`config.mk`:
```
export PLATFORM = sky130hd
export DESIGN_NAME = shuffled_triple_lcg_generator_core
export DESIGN_NICKNAME = d
export VERILOG_FILES = /design/src/hw/rtl/stlg_pkg.sv /design/src/hw/rtl/shuffled_triple_lcg_generator_core.sv /design/src/hw/rtl/stlg_csub.sv /design/src/hw/rtl/stlg_table.sv
export VERILOG_INCLUDE_DIRS = /design/src /design/src/hw/rtl
export SDC_FILE = /design/constraint.sdc
export NUM_CORES = 2
export LEC_CHECK = 0
export BUFFER_PORTS_ARGS = -buffer_cell sky130_fd_sc_hd__buf_2
export CAP_MARGIN = 20
export CORE_MARGIN = 2
export CORE_UTILIZATION = 45
export DETAILED_ROUTE_END_ITERATION = 16
export SETUP_SLACK_MARGIN = 0.15
export SLEW_MARGIN = 10
export SYNTH_ARGS = -nofsm -noshare
export SYNTH_HDL_FRONTEND = slang
export SYNTH_HIERARCHICAL = 1
export SYNTH_SLANG_ARGS = --single-unit
```
`constraint.sdc`:
```
create_clock -name clock -period 12.41 [get_ports clock]
set_input_delay 1.8615 -clock clock [delete_from_list [all_inputs] [get_ports clock]]
set_output_delay 1.8615 -clock clock [all_outputs]
set_load 0.02 [all_outputs]
```
`src/hw/rtl/assert_macros.svh`:
```
// Assertion helpers shared by the RTL.
`ifndef ASSERT_MACROS_SVH
`define ASSERT_MACROS_SVH

// Same-cycle implication.
`define ASSERT_IMP(label, clk, rst, ante, cons, msg) \
   label: assert property (@(posedge clk) disable iff (rst) (ante) |-> (cons)) \
      else $error(msg);

// Next-cycle implication.
`define ASSERT_NXT(label, clk, rst, ante, cons, msg) \
   label: assert property (@(posedge clk) disable iff (rst) (ante) |=> (cons)) \
      else $error(msg);

`endif

```
`src/hw/rtl/stlg_pkg.sv`:
```
`timescale 1ns / 1ps
`default_nettype none

package stlg_pkg;

   localparam int GEN_W     = 18;
   localparam int OUT_W     = 32;
   localparam int REM_W     = 37;
   localparam int RED_STEPS = 15;

   localparam logic [GEN_W-1:0] MOD1 = 18'd259200;
   localparam logic [GEN_W-1:0] MUL1 = 18'd7141;
   localparam logic [GEN_W-1:0] INC1 = 18'd54773;
   localparam logic [GEN_W-1:0] MOD2 = 18'd134456;
   localparam logic [GEN_W-1:0] MUL2 = 18'd8121;
   localparam logic [GEN_W-1:0] INC2 = 18'd28411;
   localparam logic [GEN_W-1:0] MOD3 = 18'd243000;
   localparam logic [GEN_W-1:0] MUL3 = 18'd4561;
   localparam logic [GEN_W-1:0] INC3 = 18'd51349;

   // MOD1 * MOD2
   localparam logic [REM_W-1:0] FRAC_DEN  = 37'd34850995200;
   // INC1 plus a multiple of MOD1 that keeps the seed term non-negative
   localparam logic [REM_W-1:0] SEED_BIAS = 37'd2147526773;

   localparam logic [REM_W-1:0] RED_DIV1 = REM_W'(MOD1) << (RED_STEPS - 1);
   localparam logic [REM_W-1:0] RED_DIV2 = REM_W'(MOD2) << (RED_STEPS - 1);
   localparam logic [REM_W-1:0] RED_DIV3 = REM_W'(MOD3) << (RED_STEPS - 1);

endpackage

`default_nettype wire

```
`src/hw/rtl/shuffled_triple_lcg_generator_core.sv`:
```
`timescale 1ns / 1ps
`default_nettype none
`include "assert_macros.svh"

// Shuffled triple LCG uniform generator. Each req transaction is one command (req_tuser:
// 0 draw, 1 seed then draw) and yields one rsp transaction carrying a 32-bit fraction.
// All arithmetic runs through one compare-subtract unit, one step per clock, fed by one
// multiplier: each generator update, table index and table fraction is one load, run and
// store pass through it. The first command after reset, and a seed command with a negative
// seed, first rebuild the table. req_tready is low while a command is in progress; a
// finished value waits in the output register while the next command is taken.
module shuffled_triple_lcg_generator_core #(
   parameter int TABLE_DEPTH   = 97,
   parameter int FRACTION_BITS = 32
) (
   input  logic        clock,
   input  logic        reset,
   input  logic        req_tvalid,
   output logic        req_tready,
   input  logic [31:0] req_tdata,   // [31:0] seed_value
   input  logic [0:0]  req_tuser,   // [0] cmd
   output logic        rsp_tvalid,
   input  logic        rsp_tready,
   output logic [31:0] rsp_tdata    // [31:0] random_fraction
);

   localparam int IDX_W    = $clog2(TABLE_DEPTH);
   localparam int STEP_MAX = (FRACTION_BITS > stlg_pkg::RED_STEPS) ?
                             FRACTION_BITS : stlg_pkg::RED_STEPS;
   localparam int CNT_W    = $clog2(STEP_MAX);
   localparam int GEN_W    = stlg_pkg::GEN_W;
   localparam int REM_W    = stlg_pkg::REM_W;
   localparam int OUT_W    = stlg_pkg::OUT_W;

   typedef enum logic [4:0] {
      ST_IDLE  = 5'b00001,
      ST_LOAD  = 5'b00010,
      ST_RUN   = 5'b00100,
      ST_STORE = 5'b01000,
      ST_EMIT  = 5'b10000
   } state_type;

   typedef enum logic [12:0] {
      JOB_SEED  = 13'b0000000000001,
      JOB_PRE1  = 13'b0000000000010,
      JOB_COPY2 = 13'b0000000000100,
      JOB_PRE2  = 13'b0000000001000,
      JOB_COPY3 = 13'b0000000010000,
      JOB_FILL1 = 13'b0000000100000,
      JOB_FILL2 = 13'b0000001000000,
      JOB_FILLF = 13'b0000010000000,
      JOB_DRAW1 = 13'b0000100000000,
      JOB_DRAW2 = 13'b0001000000000,
      JOB_DRAW3 = 13'b0010000000000,
      JOB_INDEX = 13'b0100000000000,
      JOB_DRAWF = 13'b1000000000000
   } job_type;

   state_type         state_ff, state_in;
   job_type           job_ff, job_in;
   logic [GEN_W-1:0]  g1_ff, g1_in;
   logic [GEN_W-1:0]  g2_ff, g2_in;
   logic [GEN_W-1:0]  g3_ff, g3_in;
   logic              seeded_ff, seeded_in;
   logic [IDX_W-1:0]  fill_ff, fill_in;
   logic              rsp_valid_ff, rsp_valid_in;
   logic [31:0]       seed_ff, seed_in;
   logic [REM_W-1:0]  rem_ff, rem_in;
   logic [REM_W-1:0]  div_ff, div_in;
   logic [OUT_W-1:0]  q_ff, q_in;
   logic [CNT_W-1:0]  cnt_ff, cnt_in;
   logic [IDX_W-1:0]  idx_ff, idx_in;
   logic [OUT_W-1:0]  rsp_data_ff, rsp_data_in;

   logic [GEN_W-1:0]   mul_a, mul_b, mul_c;
   logic               is_frac, is_seed;
   logic [REM_W-1:0]   red_div;
   logic [2*GEN_W-1:0] prod;
   logic [REM_W-1:0]   mul_sum, seed_num, load_num;
   logic [REM_W-1:0]   op_a, cs_diff;
   logic               cs_ge;
   logic [IDX_W-1:0]   idx_calc;
   logic               tbl_wr_en, tbl_rd_en;
   logic [IDX_W-1:0]   tbl_wr_addr;
   logic [OUT_W-1:0]   tbl_wr_data, tbl_rd_data;
   logic               req_fire;

   always_comb begin
      mul_a   = '0;
      mul_b   = '0;
      mul_c   = '0;
      is_frac = 1'b0;
      is_seed = 1'b0;
      red_div = stlg_pkg::RED_DIV1;
      case (job_ff)
         JOB_SEED: begin
            is_seed = 1'b1;
         end
         JOB_PRE1, JOB_PRE2, JOB_FILL1, JOB_DRAW1: begin
            mul_a = g1_ff;
            mul_b = stlg_pkg::MUL1;
            mul_c = stlg_pkg::INC1;
         end
         JOB_COPY2: begin
            mul_a   = g1_ff;
            mul_b   = GEN_W'(1);
            red_div = stlg_pkg::RED_DIV2;
         end
         JOB_COPY3: begin
            mul_a   = g1_ff;
            mul_b   = GEN_W'(1);
            red_div = stlg_pkg::RED_DIV3;
         end
         JOB_FILL2, JOB_DRAW2: begin
            mul_a   = g2_ff;
            mul_b   = stlg_pkg::MUL2;
            mul_c   = stlg_pkg::INC2;
            red_div = stlg_pkg::RED_DIV2;
         end
         JOB_DRAW3: begin
            mul_a   = g3_ff;
            mul_b   = stlg_pkg::MUL3;
            mul_c   = stlg_pkg::INC3;
            red_div = stlg_pkg::RED_DIV3;
         end
         JOB_INDEX: begin
            mul_a   = g3_ff;
            mul_b   = GEN_W'(TABLE_DEPTH);
            red_div = stlg_pkg::RED_DIV3;
         end
         JOB_FILLF, JOB_DRAWF: begin
            mul_a   = g1_ff;
            mul_b   = stlg_pkg::MOD2;
            mul_c   = g2_ff;
            is_frac = 1'b1;
            red_div = stlg_pkg::FRAC_DEN;
         end
         default: begin
            mul_a = '0;
         end
      endcase
   end

   assign prod     = mul_a * mul_b;
   assign mul_sum  = REM_W'(prod) + REM_W'(mul_c);
   assign seed_num = stlg_pkg::SEED_BIAS - {{(REM_W-32){seed_ff[31]}}, seed_ff};
   assign load_num = is_seed ? seed_num : mul_sum;

   assign op_a = is_frac ? {rem_ff[REM_W-2:0], 1'b0} : rem_ff;

   stlg_csub u_csub (
      .op_a (op_a),
      .op_b (div_ff),
      .diff (cs_diff),
      .ge   (cs_ge)
   );

   assign idx_calc = (q_ff >= OUT_W'(TABLE_DEPTH)) ? IDX_W'(TABLE_DEPTH - 1) :
                     q_ff[IDX_W-1:0];

   assign req_tready = (state_ff == ST_IDLE);
   assign req_fire   = req_tvalid && req_tready;

   always_comb begin
      state_in     = state_ff;
      job_in       = job_ff;
      g1_in        = g1_ff;
      g2_in        = g2_ff;
      g3_in        = g3_ff;
      seeded_in    = seeded_ff;
      fill_in      = fill_ff;
      seed_in      = seed_ff;
      rem_in       = rem_ff;
      div_in       = div_ff;
      q_in         = q_ff;
      cnt_in       = cnt_ff;
      idx_in       = idx_ff;
      rsp_valid_in = rsp_valid_ff && !rsp_tready;
      rsp_data_in  = rsp_data_ff;
      tbl_wr_en    = 1'b0;
      tbl_wr_addr  = idx_ff;
      tbl_wr_data  = q_ff;
      tbl_rd_en    = 1'b0;
      case (state_ff)
         ST_IDLE: begin
            if (req_fire) begin
               seed_in  = req_tuser[0] ? req_tdata : 32'd1;
               job_in   = ((req_tuser[0] && req_tdata[31]) || !seeded_ff) ?
                          JOB_SEED : JOB_DRAW1;
               state_in = ST_LOAD;
            end
         end
         ST_LOAD: begin
            rem_in   = load_num;
            div_in   = red_div;
            q_in     = '0;
            cnt_in   = is_frac ? CNT_W'(FRACTION_BITS - 1) :
                       CNT_W'(stlg_pkg::RED_STEPS - 1);
            state_in = ST_RUN;
         end
         ST_RUN: begin
            rem_in = cs_ge ? cs_diff : op_a;
            q_in   = {q_ff[OUT_W-2:0], cs_ge};
            div_in = is_frac ? div_ff : (div_ff >> 1);
            cnt_in = cnt_ff - CNT_W'(1);
            if (cnt_ff == '0) begin
               state_in = ST_STORE;
            end
         end
         ST_STORE: begin
            state_in = ST_LOAD;
            case (job_ff)
               JOB_SEED: begin
                  g1_in  = rem_ff[GEN_W-1:0];
                  job_in = JOB_PRE1;
               end
               JOB_PRE1: begin
                  g1_in  = rem_ff[GEN_W-1:0];
                  job_in = JOB_COPY2;
               end
               JOB_COPY2: begin
                  g2_in  = rem_ff[GEN_W-1:0];
                  job_in = JOB_PRE2;
               end
               JOB_PRE2: begin
                  g1_in  = rem_ff[GEN_W-1:0];
                  job_in = JOB_COPY3;
               end
               JOB_COPY3: begin
                  g3_in  = rem_ff[GEN_W-1:0];
                  job_in = JOB_FILL1;
               end
               JOB_FILL1: begin
                  g1_in  = rem_ff[GEN_W-1:0];
                  job_in = JOB_FILL2;
               end
               JOB_FILL2: begin
                  g2_in  = rem_ff[GEN_W-1:0];
                  job_in = JOB_FILLF;
               end
               JOB_FILLF: begin
                  tbl_wr_en   = 1'b1;
                  tbl_wr_addr = fill_ff;
                  if (fill_ff == IDX_W'(TABLE_DEPTH - 1)) begin
                     fill_in   = '0;
                     seeded_in = 1'b1;
                     job_in    = JOB_DRAW1;
                  end else begin
                     fill_in = fill_ff + IDX_W'(1);
                     job_in  = JOB_FILL1;
                  end
               end
               JOB_DRAW1: begin
                  g1_in  = rem_ff[GEN_W-1:0];
                  job_in = JOB_DRAW2;
               end
               JOB_DRAW2: begin
                  g2_in  = rem_ff[GEN_W-1:0];
                  job_in = JOB_DRAW3;
               end
               JOB_DRAW3: begin
                  g3_in  = rem_ff[GEN_W-1:0];
                  job_in = JOB_INDEX;
               end
               JOB_INDEX: begin
                  idx_in    = idx_calc;
                  tbl_rd_en = 1'b1;
                  job_in    = JOB_DRAWF;
               end
               JOB_DRAWF: begin
                  tbl_wr_en = 1'b1;
                  state_in  = ST_EMIT;
               end
               default: begin
                  state_in = ST_IDLE;
               end
            endcase
         end
         ST_EMIT: begin
            if (!rsp_valid_ff || rsp_tready) begin
               rsp_valid_in = 1'b1;
               rsp_data_in  = tbl_rd_data;
               state_in     = ST_IDLE;
            end
         end
         default: begin
            state_in = ST_IDLE;
         end
      endcase
   end

   stlg_table #(
      .DEPTH (TABLE_DEPTH)
   ) u_table (
      .clock   (clock),
      .wr_en   (tbl_wr_en),
      .wr_addr (tbl_wr_addr),
      .wr_data (tbl_wr_data),
      .rd_en   (tbl_rd_en),
      .rd_addr (idx_calc),
      .rd_data (tbl_rd_data)
   );

   always_ff @(posedge clock) begin
      if (reset) begin
         state_ff     <= ST_IDLE;
         job_ff       <= JOB_DRAW1;
         g1_ff        <= '0;
         g2_ff        <= '0;
         g3_ff        <= '0;
         seeded_ff    <= 1'b0;
         fill_ff      <= '0;
         rsp_valid_ff <= 1'b0;
      end else begin
         state_ff     <= state_in;
         job_ff       <= job_in;
         g1_ff        <= g1_in;
         g2_ff        <= g2_in;
         g3_ff        <= g3_in;
         seeded_ff    <= seeded_in;
         fill_ff      <= fill_in;
         rsp_valid_ff <= rsp_valid_in;
      end
   end

   always_ff @(posedge clock) begin
      seed_ff     <= seed_in;
      rem_ff      <= rem_in;
      div_ff      <= div_in;
      q_ff        <= q_in;
      cnt_ff      <= cnt_in;
      idx_ff      <= idx_in;
      rsp_data_ff <= rsp_data_in;
   end

   assign rsp_tvalid = rsp_valid_ff;
   assign rsp_tdata  = rsp_data_ff;

   `ASSERT_IMP(a_gen_range, clock, reset, state_ff == ST_IDLE,
      (g1_ff < stlg_pkg::MOD1) && (g2_ff < stlg_pkg::MOD2) && (g3_ff < stlg_pkg::MOD3),
      "generator state out of range while idle")
   `ASSERT_IMP(a_wr_addr, clock, reset, tbl_wr_en,
      tbl_wr_addr <= IDX_W'(TABLE_DEPTH - 1), "table write beyond depth")
   `ASSERT_IMP(a_rsp_seeded, clock, reset, rsp_valid_ff, seeded_ff,
      "result offered before the table was built")
   `ASSERT_NXT(a_fill_done, clock, reset,
      (state_ff == ST_STORE) && (job_ff == JOB_FILLF) && (fill_ff == IDX_W'(TABLE_DEPTH - 1)),
      seeded_ff && (job_ff == JOB_DRAW1) && (fill_ff == '0), "table fill did not close")

endmodule

`default_nettype wire

```
`src/hw/rtl/stlg_csub.sv`:
```
`timescale 1ns / 1ps
`default_nettype none

module stlg_csub (
   input  logic [stlg_pkg::REM_W-1:0] op_a,
   input  logic [stlg_pkg::REM_W-1:0] op_b,
   output logic [stlg_pkg::REM_W-1:0] diff,
   output logic                       ge
);

   logic [stlg_pkg::REM_W:0] wide;

   assign wide = {1'b0, op_a} - {1'b0, op_b};
   assign ge   = ~wide[stlg_pkg::REM_W];
   assign diff = wide[stlg_pkg::REM_W-1:0];

endmodule

`default_nettype wire

```
`src/hw/rtl/stlg_table.sv`:
```
`timescale 1ns / 1ps
`default_nettype none

module stlg_table #(
   parameter int DEPTH = 97
) (
   input  logic                       clock,
   input  logic                       wr_en,
   input  logic [$clog2(DEPTH)-1:0]   wr_addr,
   input  logic [stlg_pkg::OUT_W-1:0] wr_data,
   input  logic                       rd_en,
   input  logic [$clog2(DEPTH)-1:0]   rd_addr,
   output logic [stlg_pkg::OUT_W-1:0] rd_data
);

   logic [stlg_pkg::OUT_W-1:0] mem [DEPTH];
   logic [stlg_pkg::OUT_W-1:0] rd_data_ff;

   always_ff @(posedge clock) begin
      if (wr_en) begin
         mem[wr_addr] <= wr_data;
      end
   end

   always_ff @(posedge clock) begin
      if (rd_en) begin
         rd_data_ff <= mem[rd_addr];
      end
   end

   assign rd_data = rd_data_ff;

endmodule

`default_nettype wire

```
* After elaboration in Yosys (flattened, before gate mapping)
Memories as Yosys holds them, arrays and structs flattened. A register that Yosys moved wholly into a read port is not among the register bits.
Index checks and enable logic that the tools add are counted.
** Storage, ports and cells
- Bits of input ports :: 37
- Bits in registers :: 263
- Memory bits (writable) :: 3104
- Memories :: 1
- Output and inout bits :: 34
** Memory list
- u_table.mem :: words 97, width 32, rd ports 1, clocked after Yosys merged registers in 1, wr ports 1, RTL line stlg_table.sv:16 : logic [stlg_pkg::OUT_W-1:0] mem [DEPTH];
** Cells by class
- Multiply operators :: 1
- Reduce and logical (&&, ||, !) cells :: 33
- Mux-type cells :: 36
- Order comparisons :: 1
- Add/subtract/negate cells :: 5
- Equality and inequality tests :: 24
- Bitwise operators :: 1
** Operators by type and width (number)
- one-hot mux 13 bit (12 select lines) :: 1
- two-way mux 37 bit :: 4
- one-hot mux 37 bit (2 select lines) :: 2
- one-hot mux 18 bit (6 select lines) :: 1
- one-hot mux 36 bit (3 select lines) :: 1
- one-hot mux 18 bit (4 select lines) :: 1
- one-hot mux 32 bit (2 select lines) :: 1
- one-hot mux 18 bit (3 select lines) :: 1
- subtractor 37 x 37 -> 38 bit :: 1
- adder 36 x 18 -> 37 bit :: 1
- multiplier 18 x 18 -> 36 bit :: 1
- subtractor 33 x 32 -> 34 bit, first input constant :: 1
- greater-or-equal comparator 32 x 7 -> 1 bit, second input constant :: 1
- two-way mux 7 bit :: 4
- one-hot mux 13 bit (2 select lines) :: 1
- one-hot mux 5 bit (5 select lines) :: 1
- two-way mux 5 bit :: 4
- one-hot mux 5 bit (2 select lines) :: 2
- two-way mux 9 bit :: 2
- AND reduction 2 bit :: 8
- equality test 13 x 1 -> 1 bit, second input constant :: 1
- equality test 13 x 10 -> 1 bit, second input constant :: 1
- equality test 13 x 11 -> 1 bit, second input constant :: 1
- equality test 13 x 12 -> 1 bit, second input constant :: 1
- other kinds (35) :: 58

* Longest topological paths before layout
- Word-level depth :: 7
- Depth in mapped cells :: 32
- Gate-level depth less buffers :: 29

* Cells and area by module
The synthesis kept the hierarchy.
** By module, submodules not included
- stlg_table :: cells each 4958, seq. area each 94170.3 µm², area an instance 119522.1 µm², instances 1
- shuffled_triple_lcg_generator_core :: cells each 2229, seq. area each 7056.8 µm², area an instance 21426.8 µm², instances 1
- stlg_csub :: cells each 340, seq. area each 0.0 µm², area an instance 2290.9 µm², instances 1

* Worst setup path before layout
OpenSTA, ideal clock, no wires.
- Kind :: reg-to-reg
- From :: reg job_ff[7]
- To :: reg rem_ff[30], data pin
- Data required time :: 12.156 ns
- Setup time :: 0.254 ns
- Stages on the path, launching flop included :: 28
- Data arrival time :: 7.290 ns
- Slack :: 4.867 ns
- Path buffers :: 1
- Path through :: dfxtp_1 > nor4_4 > nand4_2 > nor3b_2 > nor3_4 > o21ai_0 > nor2_1 > buf_2 > nor2_1 > fa_1 > inv_1 > fa_1 > fa_1 > inv_1 > fa_1 > fa_1 > inv_1 > fa_1 > inv_1 > ha_1 > a21o_1 > or3_1 > a211o_1 > a221oi_1 > o21bai_1 > a21boi_1 > mux2i_1 > a21o_1
** On the way
- Longest elaborated chain between the ends :: 7
- Elaborated cells between the ends (all ways) :: 31
- Those cells by class :: add/sub (2); mul (1); eq/ne (13); mux (9); reduce/logical (6)
** Ends and longest elaborated chain
- start, declared :: RTL line shuffled_triple_lcg_generator_core.sv:60 : job_type job_ff, job_in;
- start signal, assigned :: RTL line shuffled_triple_lcg_generator_core.sv:316 : job_ff <= job_in;
- equality test 13 x 8 -> 1 bit (tied with other cells) :: RTL line shuffled_triple_lcg_generator_core.sv:95 : case (job_ff)
- OR reduction 8 bit (no line) (tied with other cells)
- one-hot mux 18 bit (3 select lines) (tied with other cells) :: RTL line shuffled_triple_lcg_generator_core.sv:95
- multiplier 18 x 18 -> 36 bit or two-way mux 37 bit (tied branches) :: RTL line shuffled_triple_lcg_generator_core.sv:144, shuffled_triple_lcg_generator_core.sv:149
- adder 36 x 18 -> 37 bit or subtractor 37 x 37 -> 38 bit (tied branches) :: RTL line shuffled_triple_lcg_generator_core.sv:145, stlg_csub.sv:13
- two-way mux 37 bit (on tied branches) :: RTL line shuffled_triple_lcg_generator_core.sv:147, shuffled_triple_lcg_generator_core.sv:202
- one-hot mux 37 bit (2 select lines) (*) :: RTL line shuffled_triple_lcg_generator_core.sv:184 : case (state_ff)
- net rem_in[30] :: RTL line shuffled_triple_lcg_generator_core.sv:68 : logic [REM_W-1:0] rem_ff, rem_in;
- end signal, assigned :: RTL line shuffled_triple_lcg_generator_core.sv:328 : rem_ff <= rem_in;
- end, declared :: RTL line shuffled_triple_lcg_generator_core.sv:68
Mark *: on every way through the listed nets, which the timed path passes. The rest lies on a longest branch.
A chain may end at the register's enable or synchronous reset.

* Final worst setup path
- From :: reg job_ff[0]
- To :: reg rem_ff[30], data pin
Same word-level chain as after synthesis.

==> metrics.cfg <==
[status]
status = finished, final reports clean

[yosys]
synth.distinct_cells = 101
synth-seq-cells = 3398
ys_top_cells_by_area = edfxtp_1, mux4_2, fa_1, ha_1, dfxtp_1
yosys.area.top_type_share_pct = 69.54
yosysMostFrequentCell = edfxtp_1
ys_top_cells_by_count = edfxtp_1, mux4_2, nor2_1
yosys.area.top_type = edfxtp_1
syn_area_per_cell_um2 = 19.03
synth_area_um2 = 143200
synth-main-ff-cell = edfxtp_1
syn-num-nets = 7945
ys_seq_area_share_pct = 70.67
yosys_warnings = 6
synth_edf_count = 3317
synthArstFlopShare_pct = 0
netlist_instances = 7527

[worst_setup_path]
crit_slowest_cell = fa_1
critPathLaunchType = flip-flop
arrival_ns = 10.01
crit_path_max_fanout = 53
path_class = reg -> reg
setup.worst_path.end_class = flip-flop
cpPeakStageDelay_ns = 0.58
crit_top_cell = fa_1
rr_worst_depth = 29
required_ns = 13.09

[place]
dpl.hpwl_mm = 239.5
gp_congestion = 0.8968
portBuffers = 70
pre_cts_slack_ns = 2.930

[clock_tree]
postCtsSetupBuffers = 0
clk_latency_ns = 0.93
ctsHoldBuffers = 0
root_buffer = clkbuf_16
path_clk_slew_ns = 0.06
clock_sinks = 3398
cts_tree = yes
numCtsBuffers = 352
post_cts_resized = 0
clk_path_buf_depth = 4
htree_levels = 5

[global_routing]
gr-total-overflow = 0
grt_pass1_wl_mm = 573.9
antenna_found_initial = 31
grt_use_total_pct = 25.15
grt_max_degree = 116
grt_pass1_vias = 75630

[floorplan]
design.core.area_um2 = 317300
initial_core_util_pct = 45.15
die_y_um = 568.2
dieWidth_um = 568.2
rows = 207
fp.dieArea_um2 = 322800
pin_count = 71

[drt]
ant_nets = 0
drc = 0
vias_per_cell = 6.173
wirelength_mm = 408.7
num_vias = 75880
wl_per_cell_um = 33.25
firstDrtPassIters = 7
drt_iter0_markers = 10310

[power]
ir_drop_uv = 139.2
leakage_uw = 0.05164
p_per_area_nw_per_um2 = 157.0

[min_path]
hold_class = reg -> reg
hold_depth = 0

[sta]
finalSetupViolCount = 0
report.final.slew_viol_count = 0
timing.slew.headroom_pct = 18.01
tightestPinTransition_ns = 1.196
setup_slack_ns = 3.076
fmax_ghz = 0.1071
tns_ns = 0
fin_crit_sh_pct = 75.21
rsz0062_at_grt = false
fin_crit_ns = 9.334
hold_viol_final = 0
fin_skew_ns = 0.05317

[layout]
area_growth_pct = 12.36
num-nets-final = 8250
drive_above_1_share_pct = 23.45
fillers = 25430

[flow_run]
maxCapViolations = 0

state kept, by name (all words and copies together) (netlist names), 13 cells and up:
signal	flops
u_table/mem	3104
rem_ff	37
div_ff	36
q_ff	32
rsp_tdata	32
seed_ff	32
u_table/rd_data	32
g1_ff	18
g2_ff	18
g3_ff	18
job_ff	13
per-stage QoR:
step                      hold slack [ns]  cell area, um2  instances  power [uW]  util, %
after detailed placement           0.4056          149800      11640       15300    47.20
final                              0.4202          160900      12290       25260    50.73
after global routing               0.4225          160900      12290       26010    50.72
after CTS                          0.4230          160700      12270       25370    50.64
after floorplan                    0.4003          143200       7527       14520        -
after global placement             0.4039          149700      11640       15240    47.19
critical path: cells and delay by family, from the launching register on:
kind,cells,cell delay (ns)
AOI/OAI and AO/OA,7,2.33
adders and majority gates,7,3.38
buffers and inverters,7,1.11
DFF,1,0.50
muxes,1,0.14
and+or+nand+nor,7,1.62
placed cells by master (no fill, tap or decap), types with 80 or more instances in the layout:
cell type | Yosys | routed
a21oi_1 | 162 | 160
ha_1 | 194 | 194
and2_1 | 105 | 100
clkinv_1 | 0 | 80
o21ai_0 | 87 | 84
inv_1 | 340 | 339
clkbuf_1 | 177 | 82
clkbuf_16 | 0 | 355
dfxtp_1 | 81 | 81
buf_4 | 37 | 243
mux2i_1 | 141 | 141
nand2_1 | 325 | 324
fa_1 | 187 | 187
mux4_2 | 877 | 877
nor2_1 | 422 | 324
nor2_4 | 1 | 99
edfxtp_1 | 3317 | 3317
logic make-up (layout without fill, tap and decap cells):
logic type / after synthesis / count (layout) / share of synthesized area [%]
and+or+nand+nor: 1205 / 1205 / 4.001
adders and majority gates: 381 / 381 / 4.308
other: 1 / 9 / 0.002618
buffers and inverters: 730 / 1307 / 2.274
xor gates and xnor gates: 90 / 90 / 0.5503
muxes: 1046 / 1046 / 15.00
AOI/OAI and AO/OA: 676 / 676 / 3.195
DFF: 3398 / 3398 / 70.67
metal layers:
layer  GRT usage [%]  share of wire (%)  vias up
met3           5.352                 10      574
met5               0             0.0027        -
met4           7.560                3.2        2
li1                -                  -    30680
met2           38.64                 46     4027
met1           36.24                 40    40600
path summary, 6_finish.rpt:
kind                                    startpoint      endpoint  slack (ns)
worst max-delay path                     job_ff[0]    rem_ff[30]        3.08
worst min-delay path            u_table/rd_data[2]  rsp_tdata[2]        0.42
worst max register to register           job_ff[0]    rem_ff[30]        3.08
worst min register to register  u_table/rd_data[2]  rsp_tdata[2]        0.42
area by class of cell:
| type | count | area (um2) | share of cell area (%) |
|---|---|---|---|
| flip-flops and latches | 3398 | 101200 | 62.90 |
| multi-input cells | 3399 | 39590 | 24.60 |
| clock buffers | 437 | 9191 | 5.711 |
| well taps | 4180 | 5230 | 3.250 |
| repair buffers | 337 | 2681 | 1.666 |
| clock inverters | 189 | 1712 | 1.063 |
| inverters | 344 | 1297 | 0.8062 |
| diodes | 8 | 20.02 | 0.01244 |
power breakdown:
| group | leakage (uW) | switching (uW) | internal [uW] |
|---|---|---|---|
| clock network | 0.00532 | 4390 | 5760 |
| logic | 0.0158 | 1430 | 455 |
| registers | 0.0305 | 126 | 13100 |
| total | 0.0516 | 5950 | 19300 |
Power figures use the tool's default switching activity.
